## src/sv/lfdc_pkg.sv

```systemverilog
// shared constants and crc step for the log frame deframer
package lfdc_pkg;

    localparam int unsigned LengthCounterBits = 24;

    localparam logic [31:0] CrcPoly       = 32'hEDB8_8320;
    localparam logic [31:0] CrcOnes       = 32'hFFFF_FFFF;
    localparam logic [31:0] HeaderBytes   = 32'd11;
    localparam logic [20:0] DefaultMinLen = 21'd11;
    localparam logic [23:0] DefaultMaxLen = 24'd1048576;

    localparam int unsigned MinLenBits = 21;
    localparam int unsigned MaxLenBits = 24;
    localparam int unsigned TdataBits  = 128;

    // register indexes on the config port
    localparam logic CfgMinLen = 1'b0;
    localparam logic CfgMaxLen = 1'b1;

    // frame and stream status codes
    localparam logic [2:0] StGood       = 3'd0;
    localparam logic [2:0] StBadLength  = 3'd1;
    localparam logic [2:0] StTruncLen   = 3'd2;
    localparam logic [2:0] StTruncPay   = 3'd3;
    localparam logic [2:0] StTruncCrc   = 3'd4;
    localparam logic [2:0] StCrcMismatch = 3'd5;
    localparam logic [2:0] StCleanEnd   = 3'd6;

    // deframer phases
    localparam logic [1:0] PhLength  = 2'd0;
    localparam logic [1:0] PhPayload = 2'd1;
    localparam logic [1:0] PhCrc     = 2'd2;
    localparam logic [1:0] PhHalt    = 2'd3;

    // result kinds
    localparam logic KindByte   = 1'b0;
    localparam logic KindStatus = 1'b1;

    // reflected crc-32, one byte
    function automatic logic [31:0] crc_byte(input logic [31:0] crc, input logic [7:0] b);
        logic [31:0] c;
        c = crc ^ {24'd0, b};
        for (int i = 0; i < 8; i++) begin
            c = c[0] ? (CrcPoly ^ (c >> 1)) : (c >> 1);
        end
        return c;
    endfunction

endpackage

```

## src/sv/log_frame_deframer_crc32.sv

```systemverilog
// log frame deframer: length prefix, payload pass-through, header capture, crc-32 check
//
//  channel  dir  handshake                      payload
//  s_axis   in   s_axis_tvalid/s_axis_tready    tdata data byte, tlast end of stream
//  m_axis   out  m_axis_tvalid/m_axis_tready    tdata fields, tuser kind, tlast last byte
//  cfg      in   i_cfg_we                       i_cfg_index, i_cfg_data
//
// one byte per cycle unless stalled; the crc byte step and the length check
// sit between the accepted beat and the output register, so a result is ready
// the cycle after. a beat is taken whenever the output register is empty or
// being drained. synchronous active-low reset returns to the length field of a
// new frame. after an error or a clean end all beats are taken and dropped until reset.
module log_frame_deframer_crc32 #(
    parameter int unsigned LENGTH_COUNTER_BITS = lfdc_pkg::LengthCounterBits
) (
    input  logic         i_clk,
    input  logic         i_rst_n,
    // config port
    input  logic         i_cfg_we,
    input  logic         i_cfg_index,
    input  logic [23:0]  i_cfg_data,
    // input stream
    input  logic         s_axis_tvalid,
    output logic         s_axis_tready,
    input  logic [7:0]   s_axis_tdata,   // [7:0] data_byte
    input  logic         s_axis_tlast,   // end_of_stream
    // result stream
    output logic         m_axis_tvalid,
    input  logic         m_axis_tready,
    // [7:0] payload_byte, [10:8] status, [34:11] frame_length, [98:35] timestamp,
    // [114:99] tag_number, [122:115] element_count, [127:123] zero
    output logic [lfdc_pkg::TdataBits-1:0] m_axis_tdata,
    output logic         m_axis_tuser,   // result_kind
    output logic         m_axis_tlast    // last_payload_byte
);

    localparam int unsigned Lcb = LENGTH_COUNTER_BITS;
    localparam logic [32:0] CntMax = (33'd1 << Lcb) - 33'd1;

    logic [lfdc_pkg::MinLenBits-1:0] r_min;
    logic [lfdc_pkg::MaxLenBits-1:0] r_max;

    logic [1:0]     r_phase, n_phase;
    logic [Lcb-1:0] r_pos,   n_pos;
    logic [31:0]    r_len,   n_len;
    logic [31:0]    r_crc,   n_crc;
    logic [31:0]    r_rcrc,  n_rcrc;
    logic [63:0]    r_ts,    n_ts;
    logic [15:0]    r_tag,   n_tag;
    logic [7:0]     r_cnt,   n_cnt;

    logic           r_out_valid;
    logic           r_kind, r_last;
    logic [7:0]     r_byte;
    logic [2:0]     r_status;
    logic [23:0]    r_flen;
    logic [63:0]    r_ots;
    logic [15:0]    r_otag;
    logic [7:0]     r_ocnt;

    logic           acc;
    logic           emit, e_kind, e_last, e_hdr;
    logic [2:0]     e_status;
    logic [23:0]    e_flen;
    logic [63:0]    h_ts;
    logic [15:0]    h_tag;
    logic [7:0]     h_cnt;
    logic           restart;
    logic [31:0]    len_new, rcrc_new;
    logic           len_bad, pay_last;
    logic [7:0]     b;

    function automatic logic [23:0] sat24(input logic [31:0] v);
        return (v[31:24] != 8'd0) ? 24'hFF_FFFF : v[23:0];
    endfunction

    assign s_axis_tready = !r_out_valid || m_axis_tready;
    assign acc = s_axis_tvalid && s_axis_tready;
    assign b = s_axis_tdata;

    assign len_new  = r_len  | ({24'd0, b} << {r_pos[1:0], 3'b000});
    assign rcrc_new = r_rcrc | ({24'd0, b} << {r_pos[1:0], 3'b000});
    assign len_bad  = (len_new < lfdc_pkg::HeaderBytes) || (len_new < {11'd0, r_min})
                   || (len_new > {8'd0, r_max}) || ({1'b0, len_new} > CntMax);
    assign pay_last = ({{(33 - Lcb){1'b0}}, r_pos} + 33'd1) >= {1'b0, r_len};

    always_comb begin
        n_phase  = r_phase;
        n_pos    = r_pos;
        n_len    = r_len;
        n_crc    = r_crc;
        n_rcrc   = r_rcrc;
        h_ts     = r_ts;
        h_tag    = r_tag;
        h_cnt    = r_cnt;
        restart  = 1'b0;
        emit     = 1'b0;
        e_kind   = lfdc_pkg::KindStatus;
        e_last   = 1'b0;
        e_status = lfdc_pkg::StGood;
        e_flen   = sat24(r_len);
        e_hdr    = 1'b1;
        if (acc && r_phase != lfdc_pkg::PhHalt) begin
            if (s_axis_tlast) begin
                emit    = 1'b1;
                n_phase = lfdc_pkg::PhHalt;
                case (r_phase)
                    lfdc_pkg::PhLength: begin
                        e_status = (r_pos[1:0] == 2'd0) ? lfdc_pkg::StCleanEnd
                                                        : lfdc_pkg::StTruncLen;
                        e_flen   = 24'd0;
                        e_hdr    = 1'b0;
                    end
                    lfdc_pkg::PhPayload: e_status = lfdc_pkg::StTruncPay;
                    default:   e_status = lfdc_pkg::StTruncCrc;
                endcase
            end else begin
                case (r_phase)
                    lfdc_pkg::PhLength: begin
                        n_len = len_new;
                        if (r_pos[1:0] == 2'd3) begin
                            n_pos = '0;
                            if (len_bad) begin
                                emit     = 1'b1;
                                e_status = lfdc_pkg::StBadLength;
                                e_flen   = sat24(len_new);
                                e_hdr    = 1'b0;
                                n_phase  = lfdc_pkg::PhHalt;
                            end else begin
                                n_phase = lfdc_pkg::PhPayload;
                            end
                        end else begin
                            n_pos = r_pos + Lcb'(1);
                        end
                    end
                    lfdc_pkg::PhPayload: begin
                        // header bytes: 0..7 timestamp, 8..9 tag, 10 element count
                        if (r_pos[Lcb-1:3] == '0) begin
                            h_ts = r_ts | ({56'd0, b} << {r_pos[2:0], 3'b000});
                        end else if (r_pos == Lcb'(8)) begin
                            h_tag = {r_tag[15:8], b};
                        end else if (r_pos == Lcb'(9)) begin
                            h_tag = {b, r_tag[7:0]};
                        end else if (r_pos == Lcb'(10)) begin
                            h_cnt = b;
                        end
                        n_crc  = lfdc_pkg::crc_byte(r_crc, b);
                        emit   = 1'b1;
                        e_kind = lfdc_pkg::KindByte;
                        e_last = pay_last;
                        if (pay_last) begin
                            n_phase = lfdc_pkg::PhCrc;
                            n_pos   = '0;
                        end else begin
                            n_pos = r_pos + Lcb'(1);
                        end
                    end
                    default: begin
                        n_rcrc = rcrc_new;
                        if (r_pos[1:0] == 2'd3) begin
                            emit = 1'b1;
                            if ((r_crc ^ lfdc_pkg::CrcOnes) == rcrc_new) begin
                                restart = 1'b1;
                            end else begin
                                e_status = lfdc_pkg::StCrcMismatch;
                                n_phase  = lfdc_pkg::PhHalt;
                            end
                        end else begin
                            n_pos = r_pos + Lcb'(1);
                        end
                    end
                endcase
            end
        end
        n_ts  = h_ts;
        n_tag = h_tag;
        n_cnt = h_cnt;
        if (restart) begin
            n_phase = lfdc_pkg::PhLength;
            n_pos   = '0;
            n_len   = '0;
            n_crc   = lfdc_pkg::CrcOnes;
            n_rcrc  = '0;
            n_ts    = '0;
            n_tag   = '0;
            n_cnt   = '0;
        end
    end

    always_ff @(posedge i_clk) begin
        if (!i_rst_n) begin
            r_min       <= lfdc_pkg::DefaultMinLen;
            r_max       <= lfdc_pkg::DefaultMaxLen;
            r_phase     <= lfdc_pkg::PhLength;
            r_pos       <= '0;
            r_len       <= '0;
            r_crc       <= lfdc_pkg::CrcOnes;
            r_rcrc      <= '0;
            r_ts        <= '0;
            r_tag       <= '0;
            r_cnt       <= '0;
            r_out_valid <= 1'b0;
        end else begin
            if (i_cfg_we) begin
                if (i_cfg_index == lfdc_pkg::CfgMinLen) begin
                    r_min <= i_cfg_data[lfdc_pkg::MinLenBits-1:0];
                end else begin
                    r_max <= i_cfg_data;
                end
            end
            r_phase <= n_phase;
            r_pos   <= n_pos;
            r_len   <= n_len;
            r_crc   <= n_crc;
            r_rcrc  <= n_rcrc;
            r_ts    <= n_ts;
            r_tag   <= n_tag;
            r_cnt   <= n_cnt;
            if (emit) begin
                r_out_valid <= 1'b1;
            end else if (m_axis_tready) begin
                r_out_valid <= 1'b0;
            end
        end
    end

    // result payload, no reset needed
    always_ff @(posedge i_clk) begin
        if (emit) begin
            r_kind   <= e_kind;
            r_last   <= e_last;
            r_byte   <= (e_kind == lfdc_pkg::KindStatus) ? 8'd0 : b;
            r_status <= e_status;
            r_flen   <= e_flen;
            r_ots    <= e_hdr ? h_ts  : 64'd0;
            r_otag   <= e_hdr ? h_tag : 16'd0;
            r_ocnt   <= e_hdr ? h_cnt : 8'd0;
        end
    end

    assign m_axis_tvalid = r_out_valid;
    assign m_axis_tuser  = r_kind;
    assign m_axis_tlast  = r_last;
    assign m_axis_tdata  = {5'd0, r_ocnt, r_otag, r_ots, r_flen, r_status, r_byte};

`ifndef SYNTHESIS
    a_halt_sticks: assert property (@(posedge i_clk) disable iff (!i_rst_n)
        r_phase == lfdc_pkg::PhHalt |=> r_phase == lfdc_pkg::PhHalt)
        else $error("left halt without reset");

    a_short_field_pos: assert property (@(posedge i_clk) disable iff (!i_rst_n)
        (r_phase == lfdc_pkg::PhLength || r_phase == lfdc_pkg::PhCrc)
        |-> r_pos[Lcb-1:2] == '0)
        else $error("length or crc field position beyond four bytes");

    a_byte_status: assert property (@(posedge i_clk) disable iff (!i_rst_n)
        (m_axis_tvalid && m_axis_tuser == lfdc_pkg::KindByte)
        |-> m_axis_tdata[10:8] == lfdc_pkg::StGood)
        else $error("payload beat carries a nonzero status");

    a_last_is_byte: assert property (@(posedge i_clk) disable iff (!i_rst_n)
        (m_axis_tvalid && m_axis_tlast) |-> m_axis_tuser == lfdc_pkg::KindByte)
        else $error("last flag on a status beat");

    a_payload_to_crc: assert property (@(posedge i_clk) disable iff (!i_rst_n)
        (r_phase == lfdc_pkg::PhPayload && emit && e_last) |=> r_phase == lfdc_pkg::PhCrc)
        else $error("final payload byte did not move to crc field");
`endif

endmodule
```

## config.mk

```make
export PLATFORM = sky130hd
export DESIGN_NAME = log_frame_deframer_crc32
export DESIGN_NICKNAME = d
export VERILOG_FILES = /design/src/sv/lfdc_pkg.sv /design/src/sv/log_frame_deframer_crc32.sv
export SDC_FILE = /design/constraint.sdc
export NUM_CORES = 1
export LEC_CHECK = 0
export BUFFER_PORTS_ARGS = -buffer_cell sky130_fd_sc_hd__buf_4
export CORE_ASPECT_RATIO = 1.2
export CORE_MARGIN = 4
export CORE_UTILIZATION = 39
export CTS_CLUSTER_SIZE = 30
export DETAILED_ROUTE_END_ITERATION = 10
export PLACE_DENSITY = 0.67
export SLEW_MARGIN = 40
export SYNTH_ARGS = -nofsm -noshare
export SYNTH_HDL_FRONTEND = slang
export SYNTH_SLANG_ARGS = --single-unit
```

## constraint.sdc

```tcl
create_clock -name i_clk -period 30.9 [get_ports i_clk]
set_input_delay 6.18 -clock i_clk [delete_from_list [all_inputs] [get_ports i_clk]]
set_output_delay 6.18 -clock i_clk [all_outputs]
set_load 0.01 [all_outputs]
```

Yosys cells after proc, flatten, opt, wreduce, memory -nomap -nowiden
Cells that the tools add are included.
{ "word_totals": {"elab_cells": 156, "output_inout_bits": 132, "regBits": 381} }
{ "classes": {"magnitude_cmp": 5, "mux": 74, "n_bitwise": 19, "reduce_logical": 24, "n_eq_ne": 11, "n_shift": 2, "addsub": 2} }
{ "ops": {"columns": ["cell", "n"], "rows": [
  ["$mux 24", 11],
  ["$mux 32", 8],
  ["$mux 64", 4],
  ["$not 13->14", 8],
  ["$mux 16", 6],
  ["$eq 24x4->1 const B", 3],
  ["$or 32x32->32", 2],
  ["$or 64x64->64", 1],
  ["$shl 8x6->64", 1],
  ["$mux 8", 7],
  ["$pmux 24 s2", 1],
  ["$eq 32x32->1", 1],
  ["$ge 25x32->1", 1],
  ["$gt 32x24->1", 1],
  ["$gt 32x24->1 const B", 1],
  ["$lt 32x21->1", 1],
  ["$lt 32x4->1 const B", 1],
  ["$not 32->32", 1],
  ["$shl 8x5->32", 1],
  ["$xor 32x8->32", 1],
  ["$add 24x1->25 const B", 1],
  ["$add 24x1->24 const B", 1],
  ["$mux 1", 23],
  ["$logic_not 21->1", 1],
  ["other kinds (24)", 50]
]} }

Logic depth before layout (Yosys ltp)
Gate-level depths: netlist of the first run.
{ "logic_depth": {"word_depth": 17, "depth_mapped": 18, "ltp_nobuf": 13} }

Worst setup path before layout of the first run
Ideal clock, no wire load.
{ "synth_path": {"kind": "input-to-reg", "startpoint": "input s_axis_tdata[1]", "endpoint": "register r_last (netlist: m_axis_tlast), enable pin", "slack_ns": 13.368, "setup_ns": 0.762, "t_required_ns": 30.138, "arrival_ns": 16.770, "stages": 12, "path_buffers": 2, "cell_sequence": "clkbuf_1 > and3b_1 > clkbuf_1 > or2_2 > ha_1 > a21o_1 > a221o_1 > a211oi_1 > nand3_1 > o22ai_1 > nor4b_1 > nor3_1"} }
{ "synth_via": {"elab_chain_cells": 11} }
{ "synth_rtl": {"columns": ["element", "line", "source"], "rows": [
  ["start, declared", "log_frame_deframer_crc32.sv:25", "input logic [7:0] s_axis_tdata,"],
  ["$shl 8x5->32 (*)", "log_frame_deframer_crc32.sv:81", "assign len_new = r_len | ({24'd0, b} << {r_pos[1:0], 3'b000});"],
  ["$or 32x32->32 (*)", "log_frame_deframer_crc32.sv:81", null],
  ["via len_new[9]", "log_frame_deframer_crc32.sv:69", "logic [31:0] len_new, rcrc_new;"],
  ["$lt 32x4->1 or $lt 32x21->1 (tied branches)", "log_frame_deframer_crc32.sv:83", "assign len_bad = (len_new < lfdc_pkg::HeaderBytes) || (len_new < {11'd0, r_min})"],
  ["$logic_or 1x1->1", "log_frame_deframer_crc32.sv:83", null],
  ["$logic_or 1x1->1", "log_frame_deframer_crc32.sv:84", "|| (len_new > {8'd0, r_max}) || ({1'b0, len_new} > CntMax);"],
  ["$logic_or 1x1->1 (*)", "log_frame_deframer_crc32.sv:84", null],
  ["$mux 1 (*)", "log_frame_deframer_crc32.sv:123", "if (len_bad) begin"],
  ["$mux 1 (*)", "log_frame_deframer_crc32.sv:121", "if (r_pos[1:0] == 2'd3) begin"],
  ["$pmux 1 s2 (*)", "log_frame_deframer_crc32.sv:118", "case (r_phase)"],
  ["$mux 1 (*)", "log_frame_deframer_crc32.sv:104", "if (s_axis_tlast) begin"],
  ["$mux 1 (*)", "log_frame_deframer_crc32.sv:103", "if (acc && r_phase != lfdc_pkg::PhHalt) begin"],
  ["via emit", "log_frame_deframer_crc32.sv:62", "logic emit, e_kind, e_last, e_hdr;"],
  ["end signal, assigned", "log_frame_deframer_crc32.sv:231", "r_last <= e_last;"],
  ["end, declared", "log_frame_deframer_crc32.sv:53", "logic r_kind, r_last;"]
]} }
Mark *: on every way through the listed nets, which the timed path passes. The rest lies on a longest branch.
A chain may end at the register's enable or synchronous reset.

Worst setup path in the final report of the first run
{ "layout_path": {"startpoint": "input m_axis_tready", "endpoint": "output s_axis_tready"} }
{ "layout_via": {"elab_chain_cells": 1} }
{ "layout_rtl": {"columns": ["element", "line", "source"], "rows": [
  ["start, declared", "log_frame_deframer_crc32.sv:29", "input logic m_axis_tready,"],
  ["$logic_or 1x1->1", "log_frame_deframer_crc32.sv:77", "assign s_axis_tready = !r_out_valid || m_axis_tready;"],
  ["end, declared", "log_frame_deframer_crc32.sv:24", "output logic s_axis_tready,"]
]} }
Every way passes these cells.

==> results of run 1 <==
logic make-up (layout without fill, tap and decap cells):
group,after synthesis,in the layout,synth area share
xor+xnor,96,96,0.04687
fa+ha+maj,72,72,0.05022
buf+inv,215,348,0.05350
simple gates,620,620,0.1696
compound gates,514,514,0.1706
mux,25,25,0.01395
flops,381,381,0.4950
other cells,1,6,0.0002091
area by class of cell:
class | instances | share of cell area
antenna | 1 | 0.0001196
clock inverter | 22 | 0.01207
timing repair buffer | 197 | 0.07203
multi-input combinational | 1332 | 0.3912
sequential | 381 | 0.4243
tap | 609 | 0.03640
inverter | 79 | 0.01429
clock buffer | 50 | 0.04955
through the flow:
step	instances	cell area [um^2]	hold WS, ps	setup WS, ps	total power, mW
2_1_floorplan	1928	17950	423.8	13370	0.6698
3_3_place_gp	2596	19570	432.9	17980	0.7254
3_5_place_dp	2598	19640	438.9	17970	0.7293
4_1_cts	2670	20930	455.0	17960	1.207
5_1_grt	2670	20930	475.0	17930	1.243
6_report	2671	20930	452.3	17960	1.198
routing by layer:
metal  part of all wire  GRT usage  vias to the layer above  wire length [um]
met1               0.43     0.2956                     7193             23810
li1                   -          -                     7008                 -
met5            0.00036          0                        -                20
met2               0.47     0.3488                      653             25750
met3              0.073    0.03364                      118              4010
met4              0.030    0.06271                        2              1645
critical path, cell delays in order:
cell and delay (ps):
buf_4 110, nand2b_1 260, buf_4 210
layout by cell type (no fill, tap or decap), drive strengths merged, types with 35 or more instances in the layout:
cell    count
a21oi     309
buf       197
clkbuf     50
dfxtp     256
edfxtp    125
ha         72
inv        80
nand2     144
nand3      35
nor2      232
o21ai      54
xnor2      66
flip-flops by register name (all words and copies together), names as in the netlist, 21 cells and up:
name    cells
r_ts       64
r_len      32
r_flen     24
r_rcrc     32
r_crc      32
r_pos      24
r_max      24
r_ots      64
r_min      21
where the power goes:
part | leakage [nW] | switching, mW | total [mW] | internal [mW]
logic | 4.33 | 0.104 | 0.167 | 0.0639
clock network | 0.620 | 0.210 | 0.478 | 0.268
registers | 3.28 | 0.0134 | 0.553 | 0.539
total | 8.22 | 0.327 | 1.20 | 0.871
final timing paths:
kind                                    start            end  slack (ps)
worst max-delay path            m_axis_tready  s_axis_tready       17960
worst min-delay path                 r_ts[31]       r_ts[31]         450
worst max register to register       r_pos[0]     r_flen[20]       25350
worst min register to register       r_ts[31]       r_ts[31]         450
==> results_dict.tcl, run 1 <==
set metrics [dict create \
    status "finished, final reports clean" \
    cts_htree_levels 2 \
    p_leak_nw 8.223 \
    fin_nets 2141 \
    drt_iter0_markers 1384 \
    numCtsBuffers 39 \
    grt_pass1_vias 13980 \
    die_h_um 242.9 \
    peakVddDrop_uv 39.95 \
    wl_per_cell_um 20.68 \
    fin_tns_setup_ps 0 \
    synth_cells 1924 \
    groute.usage.overall 0.2143 \
    post-route-period-util 0.4189 \
    synth_edf_count 125 \
    drc 0 \
    synth_top_area_frac 0.2857 \
    cts_tree "built" \
    max_freq_mhz 77.26 \
    area_delta_synth_final_pct 16.69 \
    crit_path_start_kind "input port" \
    final_util 0.4631 \
    drive_gt1_frac 0.1572 \
    rows 85 \
    cts_max_path_buffers 3 \
    tightest_slew_ps 845.6 \
    hold_buffers 0 \
    endpoint_kind "output port" \
    regArea_um2 8881 \
    post_cts_buffers 0 \
    grt_overflow 0 \
    vias_per_cell 5.606 \
    wirelength_um 55240 \
    grt_max_degree 89 \
    critical_path.max_fanout 7 \
    drt_first_pass_iters 5 \
    synth_area_leader_cell "dfxtp_1" \
    clock_sinks 381 \
    synth_most_common_cell "a21oi_1" \
    coreArea_um2 45200 \
    hold_violations 0 \
    gp_congestion 0.9662 \
    ys.flop_type "dfxtp_1" \
    hold_class "flop to flop" \
    dieArea_um2 49500 \
    critical_path_class "input port to output port" \
    vias 14970 \
    die_w_um 203.8 \
    synth_area_per_cell_um2 9.323 \
    arrival_ps 6760 \
    io_buffers 165 \
    synth.area.top_cells "dfxtp_1 29%, edfxtp_1 21%, a21oi_1 8.4%" \
    dp_hpwl_um 38400 \
    initial_core_util 0.3968 \
    drv_cap 0 \
    multi_input_area_um2 8189 \
    setup_viol 0 \
    cts_resized 0 \
    hold_depth 2 \
    synth_commonest_cells "302 x a21oi_1, 256 x dfxtp_1, 230 x nor2_1" \
    yosys_warnings 0 \
    power_density_nw_per_um2 57.24 \
    ys_async_sr_fraction 0 \
    r2r_cells 14 \
    root_buffer "clkbuf_16" \
    clk_pin_slew_ps 60 \
    worstSkewPairLatency_ps 580 \
    pin_count 171 \
    synth-seq-cells 381 \
    antenna_left 0 \
    fillers 4342 \
    worstPathRequired_ps 24720 \
    antenna_found_initial 2 \
    grt_first_pass_wirelength_um 84170 \
    min_period_ps 12940 \
    synth_area_um2 17940 \
    rsz0062_at_grt "no" \
    synth.distinct_cells 71 \
    maxSlewViolCount 0 \
    yosysSeqAreaShare 0.4950 \
    max_slew_margin 0.4362 \
    clock_skew_ps 24.92 \
]
(Power assumes the default switching activity.)
==> run 2, diff against run 1 <==
Settings changed: ABC_AREA from default to 1.
Clock period 30.9 ns to 13.5 ns, I/O delays scaled along.
==> results_dict.tcl, run 2 <==
set metrics [dict create \
    pin_count 171 \
    max_stage_delay_ps 570 \
    grt_overflow 0 \
    coreArea_um2 49110 \
    rsz0062_at_grt "no" \
    synth_edf_count 125 \
    maxSlewViolCount 0 \
    io_buffers 165 \
    yosys_warnings 0 \
    power_density_nw_per_um2 124.1 \
    design_area_um2 22310 \
    crit_chain "buf_4, inv_1, nor2_1, nor4_1, nand2_1, nor2_4, nand3_1, nor2_1, nand2_2, nand3_1, nand3_1, inv_4, buf_4, buf_12" \
    clkPwrFrac 0.399 \
    root_buffer "clkbuf_16" \
    die_h_um 251.7 \
    arrival_ps 6630 \
    crit_path_start_kind "input port" \
    hold_violations 0 \
    cts_htree_levels 2 \
    post_cts_buffers 0 \
    cts_tree "built" \
    min_period_ps 6399 \
    dpl_cell_area_um2 21000 \
    fin_nets 2740 \
    endpoint_kind "flop" \
    p_leak_nw 10.58 \
    layout_common_cells "497 x inv_1, 459 x nand2_1, 256 x dfxtp_1" \
    tightest_slew_ps 799.3 \
    drt_iter0_markers 1509 \
    wirelength_um 57500 \
    clock_skew_ps 19.62 \
    hold_buffers 0 \
    worstSkewPairLatency_ps 560 \
    peakVddDrop_uv 79.36 \
    groute.usage.overall 0.2086 \
    area_delta_synth_final_pct 15.61 \
    worstPathBufferInverterCount 5 \
    antenna_cells 0 \
    p_int_mw 2.000 \
    ys.flop_type "dfxtp_1" \
    die_w_um 211.1 \
    wl_per_cell_um 17.44 \
    fin_tns_setup_ps 0 \
    cp_common_cell "nand3_1" \
    status "finished, final reports clean" \
    clk_pin_slew_ps 60 \
    vias 16680 \
    clock_sinks 381 \
    grt_pass1_vias 15770 \
    critical_path.max_fanout 49 \
    hold_class "flop to flop" \
    synth_cells 2506 \
    cts_resized 0 \
    antenna_found_initial 0 \
    setup_viol 0 \
    dieArea_um2 53120 \
    synth-seq-cells 381 \
    synth_area_per_cell_um2 7.700 \
    dp_hpwl_um 42800 \
    synth_area_leader_cell "dfxtp_1" \
    grt_max_degree 89 \
    post-route-period-util 0.4740 \
    critical_path_class "input port to flop" \
    drc 0 \
    drive_gt1_frac 0.1079 \
    switching_share 0.2775 \
    final_common_cell "inv_1" \
    synth_area_um2 19300 \
    initial_core_util 0.3929 \
    grt_first_pass_wirelength_um 88840 \
    rows 89 \
    synth_top_area_frac 0.2656 \
    p_switching_uw 768.3 \
    critical-path-top-delay-family "simple AND/OR/NAND/NOR gates" \
    ys_async_sr_fraction 0 \
    drt_first_pass_iters 6 \
    pwr-share-comb 0.148 \
    gp_congestion 0.9333 \
    synth_commonest_cells "499 x inv_1, 459 x nand2_1, 256 x dfxtp_1" \
    max_freq_mhz 156.3 \
    p_seq_frac 0.454 \
    vias_per_cell 5.058 \
    synth_most_common_cell "inv_1" \
    reg_top3 "r_ots: 64 flops, r_ts: 64 flops" \
    worstPathRequired_ps 13730 \
    synth.distinct_cells 52 \
    p_total_mw 2.769 \
    cpMaxStageDelayCell "inv_4" \
    yosysSeqAreaShare 0.4601 \
    drv_cap 0 \
    synth.area.top_cells "dfxtp_1 27%, edfxtp_1 19%, inv_1 9.7%" \
    antenna_left 0 \
    numCtsBuffers 39 \
    cts_max_path_buffers 3 \
    max_slew_margin 0.4653 \
]
==> run 2: per-stage QoR <==
step	cells	setup slack (ps)	utilization	hold slack [ps]
2_1_floorplan	2510	6285	-	425.5
3_3_place_gp	3224	6335	0.4269	435.0
3_5_place_dp	3225	6373	0.4276	439.9
4_1_cts	3297	6940	0.4540	452.9
5_1_grt	3297	6928	0.4543	467.2
6_report	3297	7101	0.4543	451.5
==> run 2: path summary, 6_finish.rpt <==
| path | startpoint | to | slack [ps] | cells past startpoint |
|---|---|---|---|---|
| hold reg to reg | r_len[26] | r_len[26] | 450 | 2 |
| hold / removal | r_len[26] | r_len[26] | 450 | 2 |
| setup / recovery | s_axis_tdata[3] | r_ocnt[5] | 7100 | 14 |
| setup reg to reg | r_pos[1] | r_pos[23] | 7420 | 23 |
==> run 2: cells by family (layout without fill, tap and decap cells) <==
logic type,after synthesis,in the layout,synth area share
simple gates,927,927,0.2053
buf+inv,616,766,0.1264
compound gates,408,408,0.1147
flops,381,381,0.4601
xor+xnor,101,101,0.04662
fa+ha+maj,72,72,0.04669
other cells,1,5,0.0001943
==> run 2: final cells by class <==
class	instances	area [um^2]
fillers	4857	26800
flip-flops and latches	381	8879
multi-input cells	1513	8029
inverters	513	1932
repair buffers	181	1375
clock buffers	51	1095
well taps	637	797.0
clock inverters	21	202.7
==> run 2: power by group through the flow <==
stage / sequential [mW] / clock, mW / combinational [mW]
global route: 1.26 / 1.17 / 0.450
detailed placement: 1.28 / 0 / 0.405
CTS: 1.26 / 1.12 / 0.407
global placement: 1.28 / 0 / 0.399
floorplan: 1.29 / 0 / 0.249
finish: 1.26 / 1.10 / 0.409
==> run 2: worst register-to-register path, delay by kind of cell, from the launching register on <==
family	cells	cell delay (ps)
AOI/OAI and AO/OA	4	840
adders and majority gates	2	940
buffers and inverters	2	780
xor gates and xnor gates	1	230
and+or+nand+nor	14	2510
DFF	1	690
==> run 2: per-layer routing <==
layer | up-vias | share of wire | track usage
met1 | 7783 | 0.42 | 0.2744
met4 | 0 | 0.036 | 0.07059
met2 | 618 | 0.48 | 0.3554
met3 | 128 | 0.067 | 0.02649
met5 | - | 0 | 0
li1 | 8148 | - | -
